<file path="config.mk">
export PLATFORM = sky130hd
export DESIGN_NAME = i2c_register_access_master
export DESIGN_NICKNAME = d
export VERILOG_FILES = /design/src/rtl/i2cram_pkg.sv /design/src/rtl/i2cram_front.sv /design/src/rtl/i2cram_queue.sv /design/src/rtl/i2cram_back.sv /design/src/rtl/i2c_register_access_master.sv
export SDC_FILE = /design/constraint.sdc
export NUM_CORES = 1
export LEC_CHECK = 0
export ABC_AREA = 1
export BUFFER_PORTS_ARGS = -buffer_cell sky130_fd_sc_hd__buf_2
export CAP_MARGIN = 20
export CORE_ASPECT_RATIO = 1.5
export CORE_MARGIN = 2
export CORE_UTILIZATION = 40
export DETAILED_ROUTE_END_ITERATION = 6
export PLACE_DENSITY = 0.66
export REMOVE_ABC_BUFFERS = 1
export SLEW_MARGIN = 15
export SYNTH_ARGS = -nofsm -noshare
export SYNTH_HDL_FRONTEND = slang
export SYNTH_HIERARCHICAL = 1
export SYNTH_SLANG_ARGS = --single-unit
</file>
<file path="constraint.sdc">
create_clock -name clk -period 10.65 [get_ports clk]
set_input_delay 2.13 -clock clk [delete_from_list [all_inputs] [get_ports clk]]
set_output_delay 2.13 -clock clk [all_outputs]
set_load 0.01 [all_outputs]
</file>
<file path="src/rtl/i2cram_pkg.sv">
// Package: shared types and constants for the I2C register access master.
`timescale 1ns / 1ps
package i2cram_pkg;
	localparam int MaxTransferLength = 4096;
	localparam logic [15:0] HalfPeriodReset = 16'd250;

	localparam logic [1:0] CMD_NONE  = 2'd0;
	localparam logic [1:0] CMD_WRITE = 2'd1;
	localparam logic [1:0] CMD_READ  = 2'd2;
	localparam logic [1:0] CMD_DATA  = 2'd3;

	localparam logic [1:0] ST_OK      = 2'd0;
	localparam logic [1:0] ST_INVALID = 2'd1;
	localparam logic [1:0] ST_NOACK   = 2'd2;

	typedef struct packed {
		logic [1:0]  command;
		logic [6:0]  device_address;
		logic [15:0] register_address;
		logic [1:0]  address_bytes;
		logic [12:0] transfer_length;
		logic [7:0]  write_data;
		logic        sda_in;
	} in_item_t;

	typedef struct packed {
		logic        scl_out;
		logic        sda_out;
		logic        sda_released;
		logic        busy_res;
		logic        want_data;
		logic [7:0]  read_data;
		logic        read_valid;
		logic        read_last;
		logic        done_res;
		logic [1:0]  status;
	} out_item_t;

	// classified tick handed from front to back
	typedef struct packed {
		logic        start_ok;
		logic        reject;
		logic        is_read;
		logic        wide;
		logic        data_cmd;
		logic [6:0]  dev;
		logic [15:0] reg_addr;
		logic [12:0] len;
		logic [7:0]  wdata;
		logic        sda;
	} tick_t;
endpackage

</file>
<file path="src/rtl/i2cram_front.sv">
// Front end: accepts ticks, validates start requests, feeds the queue.
`timescale 1ns / 1ps
module i2cram_front import i2cram_pkg::*; #(
	parameter int MAX_LEN = MaxTransferLength
) (
	input  logic     clk,
	input  logic     arst_n,
	input  logic     in_valid,
	output logic     in_stall,
	input  in_item_t in_data,
	output logic     q_valid,
	input  logic     q_stall,
	output tick_t    q_data
);
	logic  start_cmd, bad;
	tick_t t;
	logic  s1_valid_q;
	tick_t s1_data_q;

	always_comb begin
		start_cmd = (in_data.command == CMD_WRITE) || (in_data.command == CMD_READ);
		bad = ((in_data.address_bytes != 2'd1) && (in_data.address_bytes != 2'd2)) ||
			(in_data.transfer_length == 13'd0) ||
			(32'(in_data.transfer_length) > 32'(MAX_LEN));
		t.start_ok = start_cmd && !bad;
		t.reject   = start_cmd && bad;
		t.is_read  = in_data.command == CMD_READ;
		t.wide     = in_data.address_bytes == 2'd2;
		t.data_cmd = in_data.command == CMD_DATA;
		t.dev      = in_data.device_address;
		t.reg_addr = in_data.register_address;
		t.len      = in_data.transfer_length;
		t.wdata    = in_data.write_data;
		t.sda      = in_data.sda_in;
	end

	assign in_stall = s1_valid_q && q_stall;
	assign q_valid  = s1_valid_q;
	assign q_data   = s1_data_q;

	always_ff @(posedge clk or negedge arst_n) begin
		if (!arst_n) begin
			s1_valid_q <= 1'b0;
		end else if (!in_stall) begin
			s1_valid_q <= in_valid;
		end
	end

	always_ff @(posedge clk) begin
		if (!in_stall && in_valid) begin
			s1_data_q <= t;
		end
	end
endmodule

</file>
<file path="src/rtl/i2cram_queue.sv">
// Two-entry queue between front and back ends.
`timescale 1ns / 1ps
module i2cram_queue import i2cram_pkg::*; (
	input  logic  clk,
	input  logic  arst_n,
	input  logic  wr_valid,
	output logic  wr_stall,
	input  tick_t wr_data,
	output logic  rd_valid,
	input  logic  rd_stall,
	output tick_t rd_data
);
	tick_t      mem_q [2];
	logic       wptr_q, rptr_q;
	logic [1:0] cnt_q;
	logic       push, pop;

	assign wr_stall = cnt_q == 2'd2;
	assign rd_valid = cnt_q != 2'd0;
	assign rd_data  = mem_q[rptr_q];
	assign push = wr_valid && !wr_stall;
	assign pop  = rd_valid && !rd_stall;

	always_ff @(posedge clk or negedge arst_n) begin
		if (!arst_n) begin
			wptr_q <= 1'b0;
			rptr_q <= 1'b0;
			cnt_q  <= 2'd0;
		end else begin
			if (push) wptr_q <= !wptr_q;
			if (pop) rptr_q <= !rptr_q;
			cnt_q <= cnt_q + 2'(push) - 2'(pop);
		end
	end

	always_ff @(posedge clk) begin
		if (push) mem_q[wptr_q] <= wr_data;
	end
endmodule

</file>
<file path="src/rtl/i2cram_back.sv">
// Back end: bus sequencer, one tick per item, registered result output.
`timescale 1ns / 1ps
module i2cram_back import i2cram_pkg::*; (
	input  logic        clk,
	input  logic        arst_n,
	input  logic [15:0] half_period,
	input  logic        q_valid,
	output logic        q_stall,
	input  tick_t       q_data,
	output logic        out_valid,
	input  logic        out_stall,
	output out_item_t   out_data
);
	typedef enum logic [3:0] {
		PH_IDLE, PH_S1, PH_S2, PH_WLO, PH_WHI, PH_ALO, PH_AHI, PH_ATAIL,
		PH_WAIT, PH_RLO, PH_RHI, PH_KLO, PH_KHI, PH_P1, PH_P2, PH_P3
	} phase_t;
	typedef enum logic [2:0] {
		STG_DEVW, STG_REGHI, STG_REGLO, STG_DATA, STG_DEVR, STG_READ
	} stage_t;

	phase_t      phase_q, ph;
	stage_t      stage_q, stg;
	logic [15:0] tick_q, tk, h;
	logic [3:0]  bit_q, bc;
	logic [12:0] rem_q, rem;
	logic [7:0]  shift_q, sh;
	logic [6:0]  tgt_q, tgt;
	logic [15:0] ptr_q, ptr;
	logic        wide_q, wide, rd_q, rdm, fail_q, fl;
	out_item_t   o;
	logic        go;

	assign q_stall = out_valid && out_stall;
	assign go = q_valid && !q_stall;

	always_comb begin
		ph = phase_q; stg = stage_q; tk = tick_q; bc = bit_q; rem = rem_q;
		sh = shift_q; tgt = tgt_q; ptr = ptr_q; wide = wide_q; rdm = rd_q;
		fl = fail_q;
		o = '0;
		o.scl_out = 1'b1;
		o.sda_out = 1'b1;
		h = (half_period == 16'd0) ? 16'd1 : half_period;

		if (phase_q == PH_IDLE && (q_data.start_ok || q_data.reject)) begin
			if (q_data.reject) begin
				o.done_res = 1'b1;
				o.status = ST_INVALID;
			end else begin
				tgt = q_data.dev; ptr = q_data.reg_addr; wide = q_data.wide;
				rem = q_data.len; rdm = q_data.is_read; fl = 1'b0;
				stg = STG_DEVW; tk = '0; ph = PH_S1;
			end
		end else if (phase_q == PH_WAIT && q_data.data_cmd) begin
			rem = rem - 13'd1; tk = '0;
			sh = q_data.wdata; bc = 4'd8; stg = STG_DATA; ph = PH_WLO;
		end

		unique case (ph)
			PH_S2: o.sda_out = 1'b0;
			PH_WLO: begin o.scl_out = 1'b0; o.sda_out = sh[7]; end
			PH_WHI: o.sda_out = sh[7];
			PH_ALO, PH_RLO: begin o.scl_out = 1'b0; o.sda_released = 1'b1; end
			PH_AHI, PH_RHI: o.sda_released = 1'b1;
			PH_ATAIL, PH_WAIT: o.scl_out = 1'b0;
			PH_KLO: begin o.scl_out = 1'b0; o.sda_out = rem == '0; end
			PH_KHI: o.sda_out = rem == '0;
			PH_P1: begin o.scl_out = 1'b0; o.sda_out = 1'b0; end
			PH_P2: o.sda_out = 1'b0;
			default: ;
		endcase
		o.busy_res = ph != PH_IDLE;
		o.want_data = ph == PH_WAIT;

		if (ph != PH_IDLE && ph != PH_WAIT) begin
			tk = tk + 16'd1;
			if (tk >= h) begin
				tk = '0;
				unique case (ph)
					PH_S1: ph = PH_S2;
					PH_S2: begin
						sh = (stg == STG_DEVR) ? {tgt, 1'b1} : {tgt, 1'b0};
						if (stg != STG_DEVR) stg = STG_DEVW;
						bc = 4'd8; ph = PH_WLO;
					end
					PH_WLO: ph = PH_WHI;
					PH_WHI: begin
						sh = {sh[6:0], 1'b0}; bc = bc - 4'd1;
						ph = (bc != '0) ? PH_WLO : PH_ALO;
					end
					PH_ALO: ph = PH_AHI;
					PH_AHI: begin
						if (q_data.sda) fl = 1'b1;
						ph = PH_ATAIL;
					end
					PH_ATAIL: begin
						priority if (fl) ph = PH_P1;
						else if (stg == STG_DEVW) begin
							sh = wide ? ptr[15:8] : ptr[7:0];
							stg = wide ? STG_REGHI : STG_REGLO;
							bc = 4'd8; ph = PH_WLO;
						end else if (stg == STG_REGHI) begin
							sh = ptr[7:0]; stg = STG_REGLO; bc = 4'd8; ph = PH_WLO;
						end else if (stg == STG_REGLO) begin
							if (rdm) begin stg = STG_DEVR; ph = PH_S1; end
							else begin stg = STG_DATA; ph = PH_WAIT; end
						end else if (stg == STG_DATA) begin
							ph = (rem == '0) ? PH_P1 : PH_WAIT;
						end else begin
							stg = STG_READ; sh = '0; bc = 4'd8; ph = PH_RLO;
						end
					end
					PH_RLO: ph = PH_RHI;
					PH_RHI: begin
						sh = {sh[6:0], q_data.sda}; bc = bc - 4'd1;
						if (bc != '0) ph = PH_RLO;
						else begin
							o.read_data = sh; o.read_valid = 1'b1;
							o.read_last = rem <= 13'd1;
							rem = o.read_last ? 13'd0 : rem - 13'd1;
							ph = PH_KLO;
						end
					end
					PH_KLO: ph = PH_KHI;
					PH_KHI: begin
						if (rem == '0) ph = PH_P1;
						else begin sh = '0; bc = 4'd8; ph = PH_RLO; end
					end
					PH_P1: ph = PH_P2;
					PH_P2: ph = PH_P3;
					PH_P3: begin
						o.done_res = 1'b1;
						o.status = fl ? ST_NOACK : ST_OK;
						ph = PH_IDLE;
					end
					default: ph = PH_IDLE;
				endcase
			end
		end
	end

	always_ff @(posedge clk or negedge arst_n) begin
		if (!arst_n) begin
			phase_q <= PH_IDLE; stage_q <= STG_DEVW; tick_q <= '0; bit_q <= '0;
			rem_q <= '0; shift_q <= '0; tgt_q <= '0; ptr_q <= '0;
			wide_q <= 1'b0; rd_q <= 1'b0; fail_q <= 1'b0; out_valid <= 1'b0;
		end else begin
			if (go) begin
				phase_q <= ph; stage_q <= stg; tick_q <= tk; bit_q <= bc;
				rem_q <= rem; shift_q <= sh; tgt_q <= tgt; ptr_q <= ptr;
				wide_q <= wide; rd_q <= rdm; fail_q <= fl;
			end
			if (!q_stall) out_valid <= go;
		end
	end

	always_ff @(posedge clk) begin
		if (go) out_data <= o;
	end
endmodule

</file>
<file path="src/rtl/i2c_register_access_master.sv">
// Top level: I2C register access master, front end, queue, bus sequencer.
//  channel | direction | handshake        | payload
//  in      | input     | in_valid/in_stall   | in_item_t
//  out     | output    | out_valid/out_stall | out_item_t
//  cfg     | input     | cfg_we              | half_period_cycles
// One item per cycle unless stalled; items pass front register, queue, result register.
// The bus sequencer advances one tick per item; its state update is computed combinationally and registered.
// Reset clears all control state and sets the half period to 250.
// Output stall backs up through the two-entry queue to the input.
`timescale 1ns / 1ps
module i2c_register_access_master import i2cram_pkg::*; #(
	parameter int MAX_LEN = MaxTransferLength
) (
	input  logic        clk,
	input  logic        arst_n,
	input  logic        cfg_we,
	input  logic [15:0] cfg_wdata,
	input  logic        in_valid,
	output logic        in_stall,
	input  in_item_t    in_data,
	output logic        out_valid,
	input  logic        out_stall,
	output out_item_t   out_data
);
	logic [15:0] half_q;
	logic  f_valid, f_stall, b_valid, b_stall;
	tick_t f_data, b_data;

	always_ff @(posedge clk or negedge arst_n) begin
		if (!arst_n) half_q <= HalfPeriodReset;
		else if (cfg_we) half_q <= cfg_wdata;
	end

	i2cram_front #(.MAX_LEN(MAX_LEN)) u_front (
		.clk, .arst_n, .in_valid, .in_stall, .in_data,
		.q_valid(f_valid), .q_stall(f_stall), .q_data(f_data)
	);
	i2cram_queue u_queue (
		.clk, .arst_n, .wr_valid(f_valid), .wr_stall(f_stall), .wr_data(f_data),
		.rd_valid(b_valid), .rd_stall(b_stall), .rd_data(b_data)
	);
	i2cram_back u_back (
		.clk, .arst_n, .half_period(half_q), .q_valid(b_valid), .q_stall(b_stall),
		.q_data(b_data), .out_valid, .out_stall, .out_data
	);
endmodule

</file>
==> summary.txt <==
setup ws final - 3.89 ns
slowest library cell on the worst path - nor2_2
CP arrival - 7.20 ns
Setup WS pre-CTS - 3.92 ns
number of vias per cell - 5.04
CORE AREA - 33300 µm²
Initial DRC Count - 656
CTS Root Buffer Type - clkbuf_16
largest net degree at the start of global routing - 62
first-pass GRT wire length - 50900 µm
post-route minimum period - 6.76 ns
Crit Path Category - reg -> reg
r2r endpoint - u_back/shift_q[0]$_DFFE_PN0P_
maximum clock rate - 148 MHz
cts bufs inserted - 26
Cell variety after synth - 51
peak supply drop - 0.149 mV
CP endpoint - u_back/shift_q[0]$_DFFE_PN0P_
Congestion Overflow GR - 0
worst path required time - 11.09 ns
Tot GR Track Use - 17.9%
largest family of logic cells by synthesized area - simple AND/OR/NAND/NOR gates
Post-Synth Adder-Cell Area - 2.50%
post-synthesis mux area share - 0.148%
Max-slew headroom - 29.8%
critical path launch point - u_queue/rptr_q$_DFFE_PN0P_
RSZ-0062 raised after global routing - false
register area - 7450 µm²
reg2reg path depth - 35
hold path startpoint - u_front/q_data[44]$_DFFE_PP_
EDFF count, synth - 168
routed wire length - 31400 µm
Synth Area in Simple Gates - 25.7%
Compound-Gate Fraction of Synth Area - 7.84%
Max Root-Sink Buffers - 3
fillcell total - 3166
port buffer count - 89
slowest stage delay, CP - 0.49 ns
register area share after synthesis - 55.2%
Die Y - 229 µm
Pre-antenna DRT Iters - 5
Crit. path cell count - 35
Top delay family on crit path - simple AND/OR/NAND/NOR gates
Cells after Synth - 1540
hold buffers post-CTS - 0
leading post-synthesis cells by cell area - edfxtp_1, dfrtp_1, nand2_1
Final Cycle Share - 63.5%
CP startpoint kind - register
Initial Util - 40.5%
static leakage - 6.85 nW
initial antenna violation count - 0
Pwr Density - 283 nW/µm²
setup TNS - 0 ns
DIE AREA - 35300 µm²
register bit total from synthesis - 264
# setup viols final - 0
GPL Wtd Cong - 0.910
Synth Area in XOR/XNOR - 1.17%
area occupied by multi-input gates - 5070 µm²
Post-CTS Setup Inserts - 0
CP Capture Type - register
H-tree depth - 1
area share of the largest cell type after synthesis - 37.3%
clk_lat worst skew - 0.54 ns
reg-to-reg startpoint - u_queue/rptr_q$_DFFE_PN0P_
Area Overhead vs Synth - 11.8%
average wire per standard cell - 15.3 µm
num rows - 82
status - finished, final reports clean
post-synthesis cell area - 13500 µm²
Post-Syn Area per Cell - 8.77 µm²
CTS tree - yes
CP Max Fanout - 52
diodes inserted - 0
final-report hold violation count - 0
Die W - 154 µm
CTS resizes - 0
vias in the first global route - 10178
share of flip-flops with an asynchronous set or reset - 36.4%
Max Cap Violations - 0
Top Ports - 90
max-slew violation total from the final report - 0
Sink Count - 264
setup slack, reg-to-reg - 3.89 ns
Synth Flop Type - edfxtp_1
# nets final - 1711
fraction of layout cells with a size suffix above 1 - 13.8%
post-DP HPWL - 22400 µm
crit-path most repeated cell - nand2_1
post-detailed-route DRC marker count - 0
worst hold path type - reg -> reg
Ys Warns - 6
Synth area leader - edfxtp_1
vias - 10344
CP bufs+invs - 8
clock skew - 0.0110 ns
Worst-path clk slew - 0.07 ns
measured slew at the worst slew-check pin - 1.05 ns
Post-DRT Antenna Nets - 0
worst register-to-register path, delay by kind of cell, from the launching register on:
kind                       cells  cell delay [ns]
and+or+nand+nor               24             4.17
DFF                            1             0.32
adders and majority gates      2             0.45
xor gates and xnor gates       1             0.20
buffers and inverters          8             1.51
layer usage:
layer | GRT usage [%] | share of wire [%] | vias up
li1 | - | - | 5179
met1 | 20.9 | 40 | 4785
met2 | 32.5 | 51 | 301
met3 | 2.19 | 4.5 | 79
met4 | 8.47 | 4.2 | 0
met5 | 0 | 0 | -
cell type report:
class	instances	share of cell area, %
clock buffers	27	4.47
clock inverters	21	1.53
inverters	173	4.41
multi-input cells	1055	33.6
flip-flops and latches	264	49.3
well taps	420	3.48
repair buffers	94	3.21
worst min path at each step:
stage | to | slack (ns) | cells after the start
finish | u_queue/mem_q[1][44]$_DFFE_PP_ | 0.44 | 0
global route | u_queue/mem_q[1][44]$_DFFE_PP_ | 0.43 | 0
CTS | u_queue/mem_q[1][44]$_DFFE_PP_ | 0.44 | 0
detailed placement | u_queue/mem_q[0][26]$_DFFE_PP_ | 0.43 | 0
global placement | u_queue/mem_q[0][44]$_DFFE_PP_ | 0.42 | 0
floorplan | u_queue/mem_q[0][0]$_DFFE_PP_ | 0.42 | 0
logic make-up after synthesis:
logic type,count (synthesis)
AND/OR/NAND/NOR,814
flip-flops,264
buffers and inverters,221
AO/OA/AOI/OAI,194
adder cells (fa/ha/maj),27
XOR/XNOR,18
multiplexers,2
cells in the mapped netlist, types with 2 or more instances:
cell type,count
nand2_2,18
mux2i_1,2
edfxtp_1,168
buf_4,10
inv_2,9
nor3_1,11
nand3b_1,3
dfstp_2,6
o21ai_0,86
buf_2,11
nand3_4,2
xnor2_1,4
inv_6,3
nand4_1,16
buf_6,11
o211ai_1,4
buf_1,2
a22oi_1,12
clkbuf_1,12
nand3_2,2
a21oi_1,60
nand2_4,2
o21ai_1,11
nand3_1,68
nor2_2,15
inv_1,159
o22ai_1,12
xor2_1,14
nor3_2,3
ha_1,27
dfrtp_1,90
nor4_1,6
or2_2,8
a21oi_2,2
nor2_4,7
nor2_1,135
nand2_1,515
power breakdown:
group	switching (W)	leakage [nW]	total [W]	internal, W
clock network	0.000416	0.449	0.000963	0.000547
registers	0.000106	2.77	0.00153	0.00142
logic	0.00129	3.63	0.00179	0.000498
total	0.00181	6.85	0.00428	0.00247
per-stage QoR:
stage	power [W]	std cells	cell area [µm²]	hold slack, ns	utilization (%)
after floorplan	0.00281	1492	13200	0.421	-
after global placement	0.00330	2006	14200	0.422	42.6
after detailed placement	0.00333	2006	14200	0.430	42.6
after CTS	0.00432	2054	15100	0.435	45.3
after global routing	0.00461	2054	15100	0.431	45.3
final	0.00428	2054	15100	0.442	45.3
sequential cells by signal, summed over array words and instances, names as in the netlist, 8 cells and up:
register	count
u_queue/mem_q	100
u_back/ptr_q	16
u_front/q_data	50
u_back/rem_q	13
u_back/shift_q	8
half_q	16
u_back/out_data	18
u_back/tick_q	16
layout by cell type, fill, tap and decap left out, types with 9 or more instances in the layout:
| master | Yosys | final |
|---|---|---|
| inv_6 | 3 | 9 |
| inv_1 | 159 | 158 |
| o21ai_1 | 11 | 11 |
| edfxtp_1 | 168 | 168 |
| clkbuf_16 | 0 | 27 |
| o22ai_1 | 12 | 12 |
| nor2_2 | 15 | 15 |
| a22oi_1 | 12 | 12 |
| nand4_1 | 16 | 16 |
| o21ai_0 | 86 | 86 |
| nand2_2 | 18 | 18 |
| buf_2 | 11 | 88 |
| inv_2 | 9 | 9 |
| ha_1 | 27 | 27 |
| a21oi_1 | 60 | 60 |
| dfrtp_1 | 90 | 90 |
| xor2_1 | 14 | 14 |
| nor3_1 | 11 | 11 |
| nand3_1 | 68 | 68 |
| nor2_4 | 7 | 10 |
| nand2_1 | 515 | 515 |
| nor2_1 | 135 | 132 |
(Power assumes the default switching activity.)
